### src/design/dtc_pkg.sv
// shared constants, types and helpers of the timestamp capture block
`default_nettype none
package dtc_pkg;

	localparam int FIFO_DEPTH     = 64;
	localparam int PTR_W          = $clog2(FIFO_DEPTH);
	localparam int STAMP_W        = 32;
	localparam int PRESCALE_W     = 16;
	localparam int CNT_W          = 7;
	localparam int MAX_RESULTS    = 64;
	localparam int OP_W           = 2;
	localparam int QUEUE_DEPTH    = 2;
	localparam int QPTR_W         = $clog2(QUEUE_DEPTH);
	localparam int QCNT_W         = $clog2(QUEUE_DEPTH + 1);

	localparam logic [PRESCALE_W-1:0] PRESCALE_RESET = PRESCALE_W'(83);

	typedef logic [OP_W-1:0]    opcode_t;
	typedef logic [PTR_W-1:0]   ptr_t;
	typedef logic [STAMP_W-1:0] stamp_t;

	localparam opcode_t OP_TICK    = 2'd0;
	localparam opcode_t OP_DRAIN_A = 2'd1;
	localparam opcode_t OP_DRAIN_B = 2'd2;

	localparam logic CHAN_A = 1'b0;
	localparam logic CHAN_B = 1'b1;

	// drain request handed from front to back
	typedef struct packed {
		logic             chan;
		logic [CNT_W-1:0] max_count;
	} cmd_t;

	// capture writes from front into the stores
	typedef struct packed {
		logic   we_a;
		logic   we_b;
		ptr_t   addr_a;
		ptr_t   addr_b;
		stamp_t data;
	} push_t;

	// read side status from back
	typedef struct packed {
		ptr_t rd_a;
		ptr_t rd_b;
		logic run;
	} back_stat_t;

	typedef enum logic {
		BK_IDLE,
		BK_RUN
	} back_state_t;

	// ring pointer advance
	function automatic ptr_t ptr_next(input ptr_t p);
		ptr_t r;
		if (p == PTR_W'(FIFO_DEPTH - 1)) begin
			r = '0;
		end else begin
			r = p + PTR_W'(1);
		end
		return r;
	endfunction

endpackage
`default_nettype wire

### src/design/dtc_if.sv
// item channel interfaces of the timestamp capture block
`default_nettype none
interface dtc_in_if;
	logic                      valid;
	logic                      ready;
	logic [1:0]                opcode;
	logic                      edge_a;
	logic                      edge_b;
	logic [6:0]                max_count;

	modport source (output valid, opcode, edge_a, edge_b, max_count, input ready);
	modport sink   (input valid, opcode, edge_a, edge_b, max_count, output ready);
endinterface

interface dtc_out_if;
	logic        valid;
	logic        ready;
	logic [31:0] stamp;
	logic        channel;
	logic        empty_res;
	logic        last;

	modport source (output valid, stamp, channel, empty_res, last, input ready);
	modport sink   (input valid, stamp, channel, empty_res, last, output ready);
endinterface
`default_nettype wire

### src/design/dtc_front.sv
// front: accepts items, runs prescaler and timestamp, issues captures and drain requests
`default_nettype none
module dtc_front (
	input  wire logic                            clk,
	input  wire logic                            arst_n,
	dtc_in_if.sink                               in_ch,
	input  wire logic                            cfg_we,
	input  wire logic [dtc_pkg::PRESCALE_W-1:0]  cfg_wdata,
	input  wire dtc_pkg::back_stat_t             bstat,
	input  wire logic                            q_not_full,
	input  wire logic                            q_not_empty,
	output dtc_pkg::push_t                       push,
	output logic                                 q_push,
	output dtc_pkg::cmd_t                        q_cmd,
	output dtc_pkg::ptr_t                        wr_a,
	output dtc_pkg::ptr_t                        wr_b
);
	import dtc_pkg::*;

	logic [PRESCALE_W-1:0] prescale_q;
	logic [PRESCALE_W-1:0] pcount_q;
	stamp_t                ts_q;
	ptr_t                  wr_a_q;
	ptr_t                  wr_b_q;
	logic                  busy;
	logic                  accept;
	logic                  is_tick;
	logic                  is_drain;
	ptr_t                  nx_a;
	ptr_t                  nx_b;

	// ticks wait until every queued drain has moved its read pointer
	assign busy     = bstat.run | q_not_empty;
	assign is_tick  = (in_ch.opcode == OP_TICK);
	assign is_drain = (in_ch.opcode == OP_DRAIN_A) || (in_ch.opcode == OP_DRAIN_B);

	always_comb begin
		if (is_tick) begin
			in_ch.ready = !busy;
		end else if (is_drain) begin
			in_ch.ready = q_not_full;
		end else begin
			in_ch.ready = 1'b1;
		end
	end

	assign accept = in_ch.valid && in_ch.ready;

	// capture writes, dropped when the ring is full
	assign nx_a = ptr_next(wr_a_q);
	assign nx_b = ptr_next(wr_b_q);

	always_comb begin
		push.we_a   = accept && is_tick && in_ch.edge_a && (nx_a != bstat.rd_a);
		push.we_b   = accept && is_tick && in_ch.edge_b && (nx_b != bstat.rd_b);
		push.addr_a = wr_a_q;
		push.addr_b = wr_b_q;
		push.data   = ts_q;
	end

	// drain request into the queue
	assign q_push          = accept && is_drain;
	assign q_cmd.chan      = (in_ch.opcode == OP_DRAIN_B) ? CHAN_B : CHAN_A;
	assign q_cmd.max_count = in_ch.max_count;

	assign wr_a = wr_a_q;
	assign wr_b = wr_b_q;

	// prescale register
	always_ff @(posedge clk or negedge arst_n) begin
		if (!arst_n) begin
			prescale_q <= PRESCALE_RESET;
		end else if (cfg_we) begin
			prescale_q <= cfg_wdata;
		end
	end

	// prescaler, timestamp and write pointers
	always_ff @(posedge clk or negedge arst_n) begin
		if (!arst_n) begin
			pcount_q <= '0;
			ts_q     <= '0;
			wr_a_q   <= '0;
			wr_b_q   <= '0;
		end else begin
			if (accept && is_tick) begin
				if (pcount_q >= prescale_q) begin
					pcount_q <= '0;
					ts_q     <= ts_q + STAMP_W'(1);
				end else begin
					pcount_q <= pcount_q + PRESCALE_W'(1);
				end
			end
			if (push.we_a) begin
				wr_a_q <= nx_a;
			end
			if (push.we_b) begin
				wr_b_q <= nx_b;
			end
		end
	end

endmodule
`default_nettype wire

### src/design/dtc_cmd_queue.sv
// short queue of drain requests between front and back
`default_nettype none
module dtc_cmd_queue (
	input  wire logic           clk,
	input  wire logic           arst_n,
	input  wire logic           push,
	input  wire dtc_pkg::cmd_t  push_cmd,
	input  wire logic           pop,
	output dtc_pkg::cmd_t       head,
	output logic                not_empty,
	output logic                not_full
);
	import dtc_pkg::*;

	cmd_t              ent_q [QUEUE_DEPTH];
	logic [QPTR_W-1:0] wp_q;
	logic [QPTR_W-1:0] rp_q;
	logic [QCNT_W-1:0] cnt_q;
	logic              do_push;
	logic              do_pop;

	assign not_empty = (cnt_q != '0);
	assign not_full  = (cnt_q != QCNT_W'(QUEUE_DEPTH));
	assign head      = ent_q[rp_q];
	assign do_push   = push && not_full;
	assign do_pop    = pop && not_empty;

	// entry storage
	always_ff @(posedge clk) begin
		if (do_push) begin
			ent_q[wp_q] <= push_cmd;
		end
	end

	// pointers and fill count
	always_ff @(posedge clk or negedge arst_n) begin
		if (!arst_n) begin
			wp_q  <= '0;
			rp_q  <= '0;
			cnt_q <= '0;
		end else begin
			if (do_push) begin
				wp_q <= (wp_q == QPTR_W'(QUEUE_DEPTH - 1)) ? '0 : wp_q + QPTR_W'(1);
			end
			if (do_pop) begin
				rp_q <= (rp_q == QPTR_W'(QUEUE_DEPTH - 1)) ? '0 : rp_q + QPTR_W'(1);
			end
			if (do_push && !do_pop) begin
				cnt_q <= cnt_q + QCNT_W'(1);
			end else if (do_pop && !do_push) begin
				cnt_q <= cnt_q - QCNT_W'(1);
			end
		end
	end

endmodule
`default_nettype wire

### src/design/dtc_back.sv
// back: holds both capture rings and streams drain results
`default_nettype none
module dtc_back (
	input  wire logic            clk,
	input  wire logic            arst_n,
	input  wire dtc_pkg::push_t  push,
	input  wire dtc_pkg::ptr_t   wr_a,
	input  wire dtc_pkg::ptr_t   wr_b,
	input  wire logic            cmd_valid,
	input  wire dtc_pkg::cmd_t   cmd,
	output logic                 cmd_pop,
	output dtc_pkg::back_stat_t  bstat,
	dtc_out_if.source            out_ch
);
	import dtc_pkg::*;

	stamp_t           mem_a_q [FIFO_DEPTH];
	stamp_t           mem_b_q [FIFO_DEPTH];

	back_state_t      state_q;
	back_state_t      state_d;
	ptr_t             rd_a_q;
	ptr_t             rd_b_q;
	logic             chan_q;
	logic [CNT_W-1:0] lim_q;
	logic [CNT_W-1:0] n_q;

	logic             v_s1;
	stamp_t           data_s1;
	logic             chan_s1;
	logic             empty_s1;
	logic             last_s1;

	logic             out_v_q;
	stamp_t           stamp_q;
	logic             chan_out_q;
	logic             empty_q;
	logic             last_q;

	logic             adv2;
	logic             s1_free;
	logic             load_empty;
	logic             start_run;
	logic             issue;
	logic             issue_last;
	logic [CNT_W-1:0] cmd_lim;
	ptr_t             cmd_rd;
	ptr_t             cmd_wr;
	ptr_t             cur_rd;
	ptr_t             cur_wr;
	ptr_t             nx_rd;

	// pipeline flow
	assign adv2    = !out_v_q || out_ch.ready;
	assign s1_free = !v_s1 || adv2;

	// request decode
	assign cmd_lim = (cmd.max_count > CNT_W'(MAX_RESULTS)) ? CNT_W'(MAX_RESULTS) : cmd.max_count;
	assign cmd_rd  = (cmd.chan == CHAN_B) ? rd_b_q : rd_a_q;
	assign cmd_wr  = (cmd.chan == CHAN_B) ? wr_b : wr_a;

	// running drain
	assign cur_rd     = (chan_q == CHAN_B) ? rd_b_q : rd_a_q;
	assign cur_wr     = (chan_q == CHAN_B) ? wr_b : wr_a;
	assign nx_rd      = ptr_next(cur_rd);
	assign issue_last = (nx_rd == cur_wr) || ((n_q + CNT_W'(1)) == lim_q);

	// drain sequencer
	always_comb begin
		state_d    = state_q;
		cmd_pop    = 1'b0;
		load_empty = 1'b0;
		start_run  = 1'b0;
		issue      = 1'b0;
		unique case (state_q)
			BK_IDLE: begin
				if (cmd_valid && s1_free) begin
					cmd_pop = 1'b1;
					if ((cmd_lim == '0) || (cmd_rd == cmd_wr)) begin
						load_empty = 1'b1;
					end else begin
						start_run = 1'b1;
						state_d   = BK_RUN;
					end
				end
			end
			BK_RUN: begin
				if (s1_free) begin
					issue = 1'b1;
					if (issue_last) begin
						state_d = BK_IDLE;
					end
				end
			end
			default: begin
				state_d = BK_IDLE;
			end
		endcase
	end

	always_ff @(posedge clk or negedge arst_n) begin
		if (!arst_n) begin
			state_q <= BK_IDLE;
		end else begin
			state_q <= state_d;
		end
	end

	// ring writes
	always_ff @(posedge clk) begin
		if (push.we_a) begin
			mem_a_q[push.addr_a] <= push.data;
		end
		if (push.we_b) begin
			mem_b_q[push.addr_b] <= push.data;
		end
	end

	// read pointers and drain counters
	always_ff @(posedge clk or negedge arst_n) begin
		if (!arst_n) begin
			rd_a_q <= '0;
			rd_b_q <= '0;
			chan_q <= CHAN_A;
			lim_q  <= '0;
			n_q    <= '0;
		end else begin
			if (start_run) begin
				chan_q <= cmd.chan;
				lim_q  <= cmd_lim;
				n_q    <= '0;
			end else if (issue) begin
				n_q <= n_q + CNT_W'(1);
				if (chan_q == CHAN_B) begin
					rd_b_q <= nx_rd;
				end else begin
					rd_a_q <= nx_rd;
				end
			end
		end
	end

	// read data stage
	always_ff @(posedge clk or negedge arst_n) begin
		if (!arst_n) begin
			v_s1 <= 1'b0;
		end else if (issue || load_empty) begin
			v_s1 <= 1'b1;
		end else if (adv2) begin
			v_s1 <= 1'b0;
		end
	end

	always_ff @(posedge clk) begin
		if (issue) begin
			data_s1  <= (chan_q == CHAN_B) ? mem_b_q[rd_b_q] : mem_a_q[rd_a_q];
			chan_s1  <= chan_q;
			empty_s1 <= 1'b0;
			last_s1  <= issue_last;
		end else if (load_empty) begin
			data_s1  <= '0;
			chan_s1  <= cmd.chan;
			empty_s1 <= 1'b1;
			last_s1  <= 1'b1;
		end
	end

	// output register
	always_ff @(posedge clk or negedge arst_n) begin
		if (!arst_n) begin
			out_v_q <= 1'b0;
		end else if (adv2) begin
			out_v_q <= v_s1;
		end
	end

	always_ff @(posedge clk) begin
		if (adv2 && v_s1) begin
			stamp_q    <= empty_s1 ? '0 : data_s1;
			chan_out_q <= chan_s1;
			empty_q    <= empty_s1;
			last_q     <= last_s1;
		end
	end

	assign out_ch.valid     = out_v_q;
	assign out_ch.stamp     = stamp_q;
	assign out_ch.channel   = chan_out_q;
	assign out_ch.empty_res = empty_q;
	assign out_ch.last      = last_q;

	assign bstat.rd_a = rd_a_q;
	assign bstat.rd_b = rd_b_q;
	assign bstat.run  = (state_q == BK_RUN);

endmodule
`default_nettype wire

### src/design/dual_channel_timestamp_capture_fifo_core.sv
// top level of the two-channel timestamp capture block
//
//  port      | role          | carries
//  ----------+---------------+----------------------------------------------
//  in_ch     | item sink     | opcode, edge_a, edge_b, max_count
//  out_ch    | item source   | stamp, channel, empty_res, last
//  cfg_we    | register port | cfg_wdata written to prescale
//
// a tick item is taken every cycle while no drain is queued or running.
// a drain of n entries returns one item per cycle while the output is not
// stalled; after the drain is accepted, its first item passes the queue,
// the sequencer start, the ring read register and the output register; an
// empty drain item skips the sequencer start. up to two drain requests wait
// in the queue. ticks hold off until all queued drains have moved the read
// pointer. reset clears pointers, timestamp and prescaler; ring contents
// are not cleared. output stalls back up into the ring reads.
`default_nettype none
module dual_channel_timestamp_capture_fifo_core (
	input  wire logic                            clk,
	input  wire logic                            arst_n,
	dtc_in_if.sink                               in_ch,
	dtc_out_if.source                            out_ch,
	input  wire logic                            cfg_we,
	input  wire logic [dtc_pkg::PRESCALE_W-1:0]  cfg_wdata
);
	import dtc_pkg::*;

	push_t      push;
	back_stat_t bstat;
	cmd_t       q_cmd;
	cmd_t       q_head;
	logic       q_push;
	logic       q_pop;
	logic       q_not_full;
	logic       q_not_empty;
	ptr_t       wr_a;
	ptr_t       wr_b;

	dtc_front u_front (
		.clk         (clk),
		.arst_n      (arst_n),
		.in_ch       (in_ch),
		.cfg_we      (cfg_we),
		.cfg_wdata   (cfg_wdata),
		.bstat       (bstat),
		.q_not_full  (q_not_full),
		.q_not_empty (q_not_empty),
		.push        (push),
		.q_push      (q_push),
		.q_cmd       (q_cmd),
		.wr_a        (wr_a),
		.wr_b        (wr_b)
	);

	dtc_cmd_queue u_queue (
		.clk       (clk),
		.arst_n    (arst_n),
		.push      (q_push),
		.push_cmd  (q_cmd),
		.pop       (q_pop),
		.head      (q_head),
		.not_empty (q_not_empty),
		.not_full  (q_not_full)
	);

	dtc_back u_back (
		.clk       (clk),
		.arst_n    (arst_n),
		.push      (push),
		.wr_a      (wr_a),
		.wr_b      (wr_b),
		.cmd_valid (q_not_empty),
		.cmd       (q_head),
		.cmd_pop   (q_pop),
		.bstat     (bstat),
		.out_ch    (out_ch)
	);

endmodule
`default_nettype wire

### src/flat_wrapper.sv
// flat-port wrapper written by rule: the top's interface ports become plain ports
module dual_channel_timestamp_capture_fifo_core_flat import dtc_pkg::*;
  (clk, arst_n, cfg_we, cfg_wdata, in_ch_valid, in_ch_opcode, in_ch_edge_a, in_ch_edge_b, in_ch_max_count, in_ch_ready, out_ch_valid, out_ch_stamp, out_ch_channel, out_ch_empty_res, out_ch_last, out_ch_ready);
  dtc_in_if in_ch_i ();
  dtc_out_if out_ch_i ();
  input  wire logic clk;
  input  wire logic arst_n;
  input  wire logic cfg_we;
  input  wire logic [dtc_pkg::PRESCALE_W-1:0] cfg_wdata;
  input wire logic [$bits(in_ch_i.valid)-1:0] in_ch_valid;
  input wire logic [$bits(in_ch_i.opcode)-1:0] in_ch_opcode;
  input wire logic [$bits(in_ch_i.edge_a)-1:0] in_ch_edge_a;
  input wire logic [$bits(in_ch_i.edge_b)-1:0] in_ch_edge_b;
  input wire logic [$bits(in_ch_i.max_count)-1:0] in_ch_max_count;
  output wire logic [$bits(in_ch_i.ready)-1:0] in_ch_ready;
  output wire logic [$bits(out_ch_i.valid)-1:0] out_ch_valid;
  output wire logic [$bits(out_ch_i.stamp)-1:0] out_ch_stamp;
  output wire logic [$bits(out_ch_i.channel)-1:0] out_ch_channel;
  output wire logic [$bits(out_ch_i.empty_res)-1:0] out_ch_empty_res;
  output wire logic [$bits(out_ch_i.last)-1:0] out_ch_last;
  input wire logic [$bits(out_ch_i.ready)-1:0] out_ch_ready;
  assign in_ch_i.valid = in_ch_valid;
  assign in_ch_i.opcode = in_ch_opcode;
  assign in_ch_i.edge_a = in_ch_edge_a;
  assign in_ch_i.edge_b = in_ch_edge_b;
  assign in_ch_i.max_count = in_ch_max_count;
  assign in_ch_ready = in_ch_i.ready;
  assign out_ch_valid = out_ch_i.valid;
  assign out_ch_stamp = out_ch_i.stamp;
  assign out_ch_channel = out_ch_i.channel;
  assign out_ch_empty_res = out_ch_i.empty_res;
  assign out_ch_last = out_ch_i.last;
  assign out_ch_i.ready = out_ch_ready;
  dual_channel_timestamp_capture_fifo_core u_core (.clk(clk), .arst_n(arst_n), .in_ch(in_ch_i), .out_ch(out_ch_i), .cfg_we(cfg_we), .cfg_wdata(cfg_wdata));
endmodule
### config.mk
export PLATFORM = sky130hd
export DESIGN_NAME = dual_channel_timestamp_capture_fifo_core_flat
export DESIGN_NICKNAME = d
export VERILOG_FILES = /design/src/design/dtc_pkg.sv /design/src/design/dtc_if.sv /design/src/design/dtc_front.sv /design/src/design/dtc_cmd_queue.sv /design/src/design/dtc_back.sv /design/src/design/dual_channel_timestamp_capture_fifo_core.sv /design/src/flat_wrapper.sv
export SDC_FILE = /design/constraint.sdc
export NUM_CORES = 2
export LEC_CHECK = 0
export BUFFER_PORTS_ARGS = -buffer_cell sky130_fd_sc_hd__buf_4
export CORE_MARGIN = 8
export CORE_UTILIZATION = 30
export CTS_CLUSTER_DIAMETER = 60
export DETAILED_ROUTE_END_ITERATION = 12
export GPL_TIMING_DRIVEN = 0
export PLACE_DENSITY = 0.41
export SLEW_MARGIN = 10
export SYNTH_ARGS = -nofsm -noshare
export SYNTH_HDL_FRONTEND = slang
export SYNTH_MEMORY_MAX_BITS = 65536
export SYNTH_SLANG_ARGS = --single-unit
### constraint.sdc
create_clock -name clk -period 10.15 [get_ports clk]
set_clock_uncertainty 0.15 [all_clocks]
set_input_delay 2.5375 -clock clk [delete_from_list [all_inputs] [get_ports clk]]
set_output_delay 2.5375 -clock clk [all_outputs]
set_load 0.005 [all_outputs]
; ---- Word level (Yosys, flattened, before mapping)
; Memories as Yosys holds them, arrays and structs flattened.
; Cells that the tools add are included.
[op_classes]
add_sub_neg = 10
mul = 0
div = 0
magnitude_cmp = 2
eq_ne = 11
n_shift = 0
muxes = 46
n_bitwise = 4
reduce_logical = 34
[ops]
columns = op, count
row1 = $mux 32, 3
row2 = $mux 6, 7
row3 = $add 32x1->32 const B, 1
row4 = $mux 1, 29
row5 = $mux 7, 3
row6 = $add 6x1->6 const B, 3
row7 = $eq 6x6->1 const B, 3
row8 = $add 16x1->16 const B, 1
row9 = $ge 16x16->1, 1
row10 = $mux 16, 1
row11 = $logic_and 1x1->1, 13
row12 = $eq 6x6->1, 2
row13 = $ne 6x6->1, 2
row14 = $reduce_bool 2->1, 5
row15 = $add 7x1->7 const B, 1
row16 = $eq 7x7->1, 1
row17 = $gt 7x7->1 const B, 1
row18 = $logic_not 7->1, 1
row19 = $logic_or 1x1->1, 6
row20 = $reduce_and 3->1, 2
row21 = $logic_not 1->1, 5
row22 = $mux 2, 2
row23 = $not 1->1, 3
row24 = $add 1x1->1 const B, 2
row25 = other kinds (9), 9
[word_totals]
regBits = 180
latchBits = 0
ram_bits = 4112
romBits = 0
input_bits = 32
out_inout_bits = 37
n_memories = 3
[memory_table]
columns = name, depth, word_bits, rd, rd_ports_with_merged_regs, write_ports, line
row1 = u_core.u_back.mem_a_q, 64, 32, 1, 0, 1, dtc_back.sv:17  ; stamp_t mem_a_q [FIFO_DEPTH];
row2 = u_core.u_back.mem_b_q, 64, 32, 1, 0, 1, dtc_back.sv:18  ; stamp_t mem_b_q [FIFO_DEPTH];
row3 = u_core.u_queue.ent_q, 2, 8, 1, 0, 1, dtc_cmd_queue.sv:15  ; cmd_t ent_q [QUEUE_DEPTH];

; ---- Depth between registers and ports, before layout
[depth]
word_depth = 11
ltp_mapped = 15
depth_no_buf = 10

; ---- Cells and area by module
; From an unflattened synthesis, not the netlist that was laid out.
[unflattened]
hier_cells = 7483
hier_area_um2 = 166468.4
[modules_own_cells]
columns = module, instances, cells_per_inst, area_each_um2, seq_area_each_um2
row1 = dtc_back, 1, 6966, 161122.0, 125840.7
row2 = dtc_front, 1, 474, 4559.4, 1906.8
row3 = dtc_cmd_queue, 1, 43, 787.0, 580.6

; ---- Worst setup path before layout
; OpenSTA, ideal clock, no wires.
[synth_path]
path_type = input port to flip-flop
startpoint = input in_ch_opcode[0]
endpoint = memory u_core.u_back.mem_a_q[15][0] (netlist bit) (enable)
arrival_time_ns = 5.940
t_required_ns = 9.539
setup_slack_ns = 3.599
stages = 8
cell_sequence = inv_1 > ha_1 > nand3_1 > nor2_1 > o311ai_1 > buf_2 > buf_2 > nor3_1
[synth_via]
elab_chain_len = 10
word_cells_on_any_way = 12
classes_between = eq/ne (2) / mux (4) / reduce/logical (6)
[synth_rtl]
columns = element, line
row1 = "start, declared", flat_wrapper.sv:11  ; input wire logic [$bits(in_ch_i.opcode)-1:0] in_ch_opcode;
row2 = $eq 2x1->1 or $eq 2x2->1 (tied branches), dtc_front.sv:35  ; assign is_drain = (in_ch.opcode == OP_DRAIN_A) || (in_ch.opcode == OP_DRAIN_B);
row3 = $logic_or 1x1->1, dtc_front.sv:35
row4 = $mux 1, dtc_front.sv:40  ; end else if (is_drain) begin
row5 = $mux 1, dtc_front.sv:38  ; if (is_tick) begin
row6 = $logic_and 1x1->1, dtc_front.sv:47  ; assign accept = in_ch.valid && in_ch.ready;
row7 = $logic_and 1x1->1 (*) (3 in a row), dtc_front.sv:54  ; push.we_a = accept && is_tick && in_ch.edge_a && (nx_a != bstat.rd_a);
row8 = $mux 1 (*), dtc_back.sv:111  ; if (push.we_a) begin
row9 = $mux 1 (implied by the code) (*), dtc_back.sv:112  ; mem_a_q[push.addr_a] <= push.data;
row10 = "end, declared", dtc_back.sv:17
; Every way passes the cells marked *; elsewhere a longest branch is shown, timed or not.

; ---- Worst setup path after layout
[layout_path]
startpoint = input out_ch_ready
endpoint = register u_core.u_back.data_s1[1] (data pin)
[layout_via]
elab_chain_len = 5
[layout_rtl]
columns = element, line
row1 = "start, declared", flat_wrapper.sv:21  ; input wire logic [$bits(out_ch_i.ready)-1:0] out_ch_ready;
row2 = $logic_or 1x1->1, dtc_back.sv:54  ; assign adv2 = !out_v_q || out_ch.ready;
row3 = $logic_or 1x1->1, dtc_back.sv:55  ; assign s1_free = !v_s1 || adv2;
row4 = $mux 1, dtc_back.sv:88  ; if (s1_free) begin
row5 = $mux 1, dtc_back.sv:75  ; unique case (state_q)
row6 = $mux 32, dtc_back.sv:155  ; if (issue) begin
row7 = "end signal, assigned", dtc_back.sv:156  ; data_s1 <= (chan_q == CHAN_B) ? mem_b_q[rd_b_q] : mem_a_q[rd_a_q];
row8 = "end, declared", dtc_back.sv:29  ; stamp_t data_s1;
; No other way between the ends.
; A chain may end at the register's enable or synchronous reset.

==> impl_metrics.yaml <==
outcome:
  outcome: "finished, final reports clean"
flow_run:
  maxCapViolations: 0
floorplanning:
  initial_utilization_pct: 30.1
  core_um2: 553000
  ios: 69
  die_h_um: 761
  rows: 273
  design.die.area_um2: 579000
  dieWidth_um: 761
route:
  drt_drc_violations_left: 0
  drt_first_iter_violations: 14000
  firstDrtPassIters: 8
  viasPerCell: 5.55
  drt-total-wl_um: 679000
  postRouteAntennaNets: 0
  wl_per_cell_um: 42.1
  vias: 89700
setup_path:
  crit_buf_inv: 2
  crit_path_end_kind: "flop"
  critPathLaunch: "out_ch_ready"
  crit_family: "simple AND/OR/NAND/NOR gates"
  cp-start-kind: "primary input"
  cp.arrival_ns: 7.68
  cp.depth: 9
  max_stage_delay_ns: 1.12
  cp_cell_sequence: "buf_4 > nand3b_1 > and2_1 > clkbuf_1 > nand2_1 > nor2_1 > a22o_1 > o22ai_1 > o21ai_0"
  reg2reg_slack_ns: 3.64
  path_max_fanout: 10
  reg2reg_depth: 16
  rr_startpoint: "u_core.u_back.rd_b_q[1]"
  worst-setup-path-type: "in2reg"
  required_ns: 10.64
  timing.rr.end: "u_core.u_back.state_q"
  cp_slowest_cell: "nor2_1"
  crit_end: "u_core.u_back.data_s1[1]"
grt:
  grt_usage_pct: 22.7
  grt_pass1_vias: 88100
  antenna_found_initial: 50
  grt_max_degree: 85
  grt-ovfl-total: 0
  grt_first_pass_wirelength_um: 880000
timing:
  worstMarginPinSlew_ns: 1.41
  max-slew-margin-rel_pct: 5.63
  worst_hold_slack_ns: 0.273
  drv_slew: 0
  setup_violations: 0
  period_minus_slack_ns: 7.19
  fmax_mhz: 139
  rsz0062_at_grt: "false"
  finalCritPeriodShare_pct: 70.8
  timing.setup.tns_ns: 0
  timing_hold_violations_final: 0
placed_design:
  dpl.hpwl_um: 477000
  place_area_um2: 186000
  io_buffers: 68
  gp_congestion: 0.828
final_layout:
  final_nets: 8511
  fill_cells: 50400
  area_growth_pct: 20.7
  seq_area_um2: 128000
  drive_gt1_share_pct: 31.4
  multi_input_area_um2: 36700
  fin_area_um2: 201000
clock_network:
  ctsHoldBuffers: 0
  h-tree-depth: 5
  cts_sinks: 4292
  root_buffer: "clkbuf_16"
  post_cts_resized: 0
  clockBufferDepth: 4
  clk_latency_ns: 1.04
  cts_made_buffers: 475
  cts_tree: "built"
  post_cts_buffers: 0
  path_clk_slew_ns: 0.06
yosys:
  syn_inst: 7487
  syn_avg_cell_area_um2: 22.2
  syn-num-nets: 7544
  synth_area_um2: 166000
  synth_edf_count: 4181
  yosys_warnings: 0
  ys_types: 76
  synthArstFlopShare_pct: 2.56
  yosysSeqAreaShare_pct: 77.1
  ys_ff_latch: 4292
  synth-main-ff-cell: "edfxtp_1"
power_and_ir_drop:
  peakVddDrop_mv: 0.178
  power.leakage_nw: 67.8
  p_per_area_nw_per_um2: 236
hold_path:
  min_path_type: "reg2reg"
  hold_start: "u_core.u_back.last_s1"
-- where the power goes --
group | total (W) | leakage, nW | switching, W | internal (W)
clock network | 0.0168 | 7.23 | 0.00728 | 0.00948
registers | 0.0196 | 44.5 | 0.000155 | 0.0194
logic | 0.0111 | 16.1 | 0.00784 | 0.00326
-- cell type report --
cell class | count | share of cell area [%]
diodes | 12 | 0.0149
plain buffers | 416 | 1.16
clock buffers | 594 | 6.26
clock inverters | 281 | 1.11
inverters | 50 | 0.0934
multi-input cells | 2729 | 18.3
flip-flops and latches | 4292 | 63.9
well taps | 7287 | 4.54
repair buffers | 490 | 4.63
-- sequential cells by signal (all words and copies together), names as in the netlist, 2 cells and up --
name and count:
u_core.u_queue.cnt_q 2, u_core.u_back.mem_b_q 2048, u_core.u_back.data_s1 32, u_core.u_front.pcount_q 16, u_core.u_front.prescale_q 16, u_core.u_front.wr_b 6, u_core.u_back.mem_a_q 2048, u_core.u_back.rd_a_q 6
u_core.u_back.n_q 7, u_core.u_back.rd_b_q 6, u_core.u_back.out_ch.stamp 32, u_core.u_front.wr_a 6, u_core.u_front.ts_q 32, u_core.u_back.lim_q 7, u_core.u_queue.ent_q 16
-- routing by layer --
layer / global-route usage [%] / up-vias / part of all wire (%)
met1: 31.7 / 50400 / 42
met2: 36.0 / 4728 / 46
met4: 8.03 / 6 / 4.1
met5: 0 / - / 0.0069
li1: - / 33700 / -
met3: 3.83 / 960 / 7.9
-- cells by family (layout without fill, tap and decap cells) --
kind of cell	Yosys count	in the layout	synth area share, %
DFF	4292	4292	77.1
muxes	1389	1389	16.8
and+or+nand+nor	770	770	2.15
buffers and inverters	466	1831	1.46
AOI/OAI and AO/OA	453	453	1.82
xor gates and xnor gates	92	92	0.484
adders and majority gates	25	25	0.188
other	0	12	0
-- per-stage QoR --
step | power [W] | setup slack, ns | instances | utilization, %
6_report | 0.0474 | 2.96 | 16200 | 36.4
4_1_cts | 0.0477 | 3.43 | 16100 | 36.4
2_1_floorplan | 0.0253 | 3.60 | 7487 | -
3_3_place_gp | 0.0309 | -6.03 | 14800 | 31.9
5_1_grt | 0.0485 | 3.25 | 16100 | 36.4
3_5_place_dp | 0.0311 | 2.32 | 15300 | 33.7
-- cells in the final DEF, fill, tap and decap left out, drive strengths merged, types with 7 or more instances in the layout --
cell type	Yosys	layout
edfxtp	4181	4181
mux4	1122	1122
buf	292	782
clkbuf	124	718
nor2	250	250
mux2i	232	232
clkinv	2	220
nand2	210	210
dfrtp	106	106
o21ai	97	97
a21oi	87	87
nor2b	70	70
inv	48	68
nand3	57	57
nor3	54	54
xor2	47	47
xnor2	45	45
o221ai	45	45
a211oi	44	44
o22ai	37	37
mux2	35	35
bufinv	0	30
nor4	28	28
ha	25	25
a31oi	24	24
and3	21	21
or3	16	16
o32ai	16	16
a21o	14	14
nand2b	13	13
clkinvlp	0	13
diode	0	12
nand4	11	11
a22oi	9	9
o31ai	9	9
and2	9	9
a311oi	8	8
or4	7	7
a22o	7	7
-- synth_stat cells (all sizes together) (5+ instances only) --
library cell | n | area (um2)
inv | 48 | 180
nor4 | 28 | 175
o32ai | 16 | 140
mux2i | 232 | 2320
nor2 | 250 | 938
a21o | 14 | 105
xnor2 | 45 | 394
or4 | 7 | 52.6
o22ai | 37 | 231
nand3 | 57 | 290
o21ai | 97 | 485
mux2 | 35 | 394
and2 | 9 | 56.3
a22oi | 9 | 67.6
clkbuf | 124 | 465
a22o | 7 | 61.3
and4 | 5 | 43.8
nand2b | 13 | 81.3
ha | 25 | 313
a31oi | 24 | 150
o221ai | 45 | 394
nand4 | 11 | 68.8
nor2b | 70 | 438
a311oi | 8 | 70.1
nor3 | 54 | 270
a2111oi | 6 | 52.6
a211oi | 44 | 330
o311ai | 6 | 52.6
edfxtp | 4181 | 126000
xor2 | 47 | 412
nand2 | 210 | 788
a21oi | 87 | 435
o31ai | 9 | 67.6
mux4 | 1122 | 25300
dfrtp | 106 | 2650
buf | 292 | 1780
or2 | 5 | 31.3
and3 | 21 | 131
or3 | 16 | 100
-- worst min-delay path by stage --
| stage | to | depth (start not counted) | slack, ns |
|---|---|---|---|
| global route | u_core.u_back.out_ch.last | 0 | 0.28 |
| detailed placement | u_core.u_back.out_ch.last | 0 | 0.26 |
| CTS | u_core.u_back.out_ch.last | 0 | 0.27 |
| global placement | u_core.u_back.out_ch.last | 0 | 0.27 |
| floorplan | u_core.u_back.out_ch.channel | 0 | 0.25 |
| finish | u_core.u_back.out_ch.last | 0 | 0.27 |
Note: power is estimated with default switching activity, not from simulation.
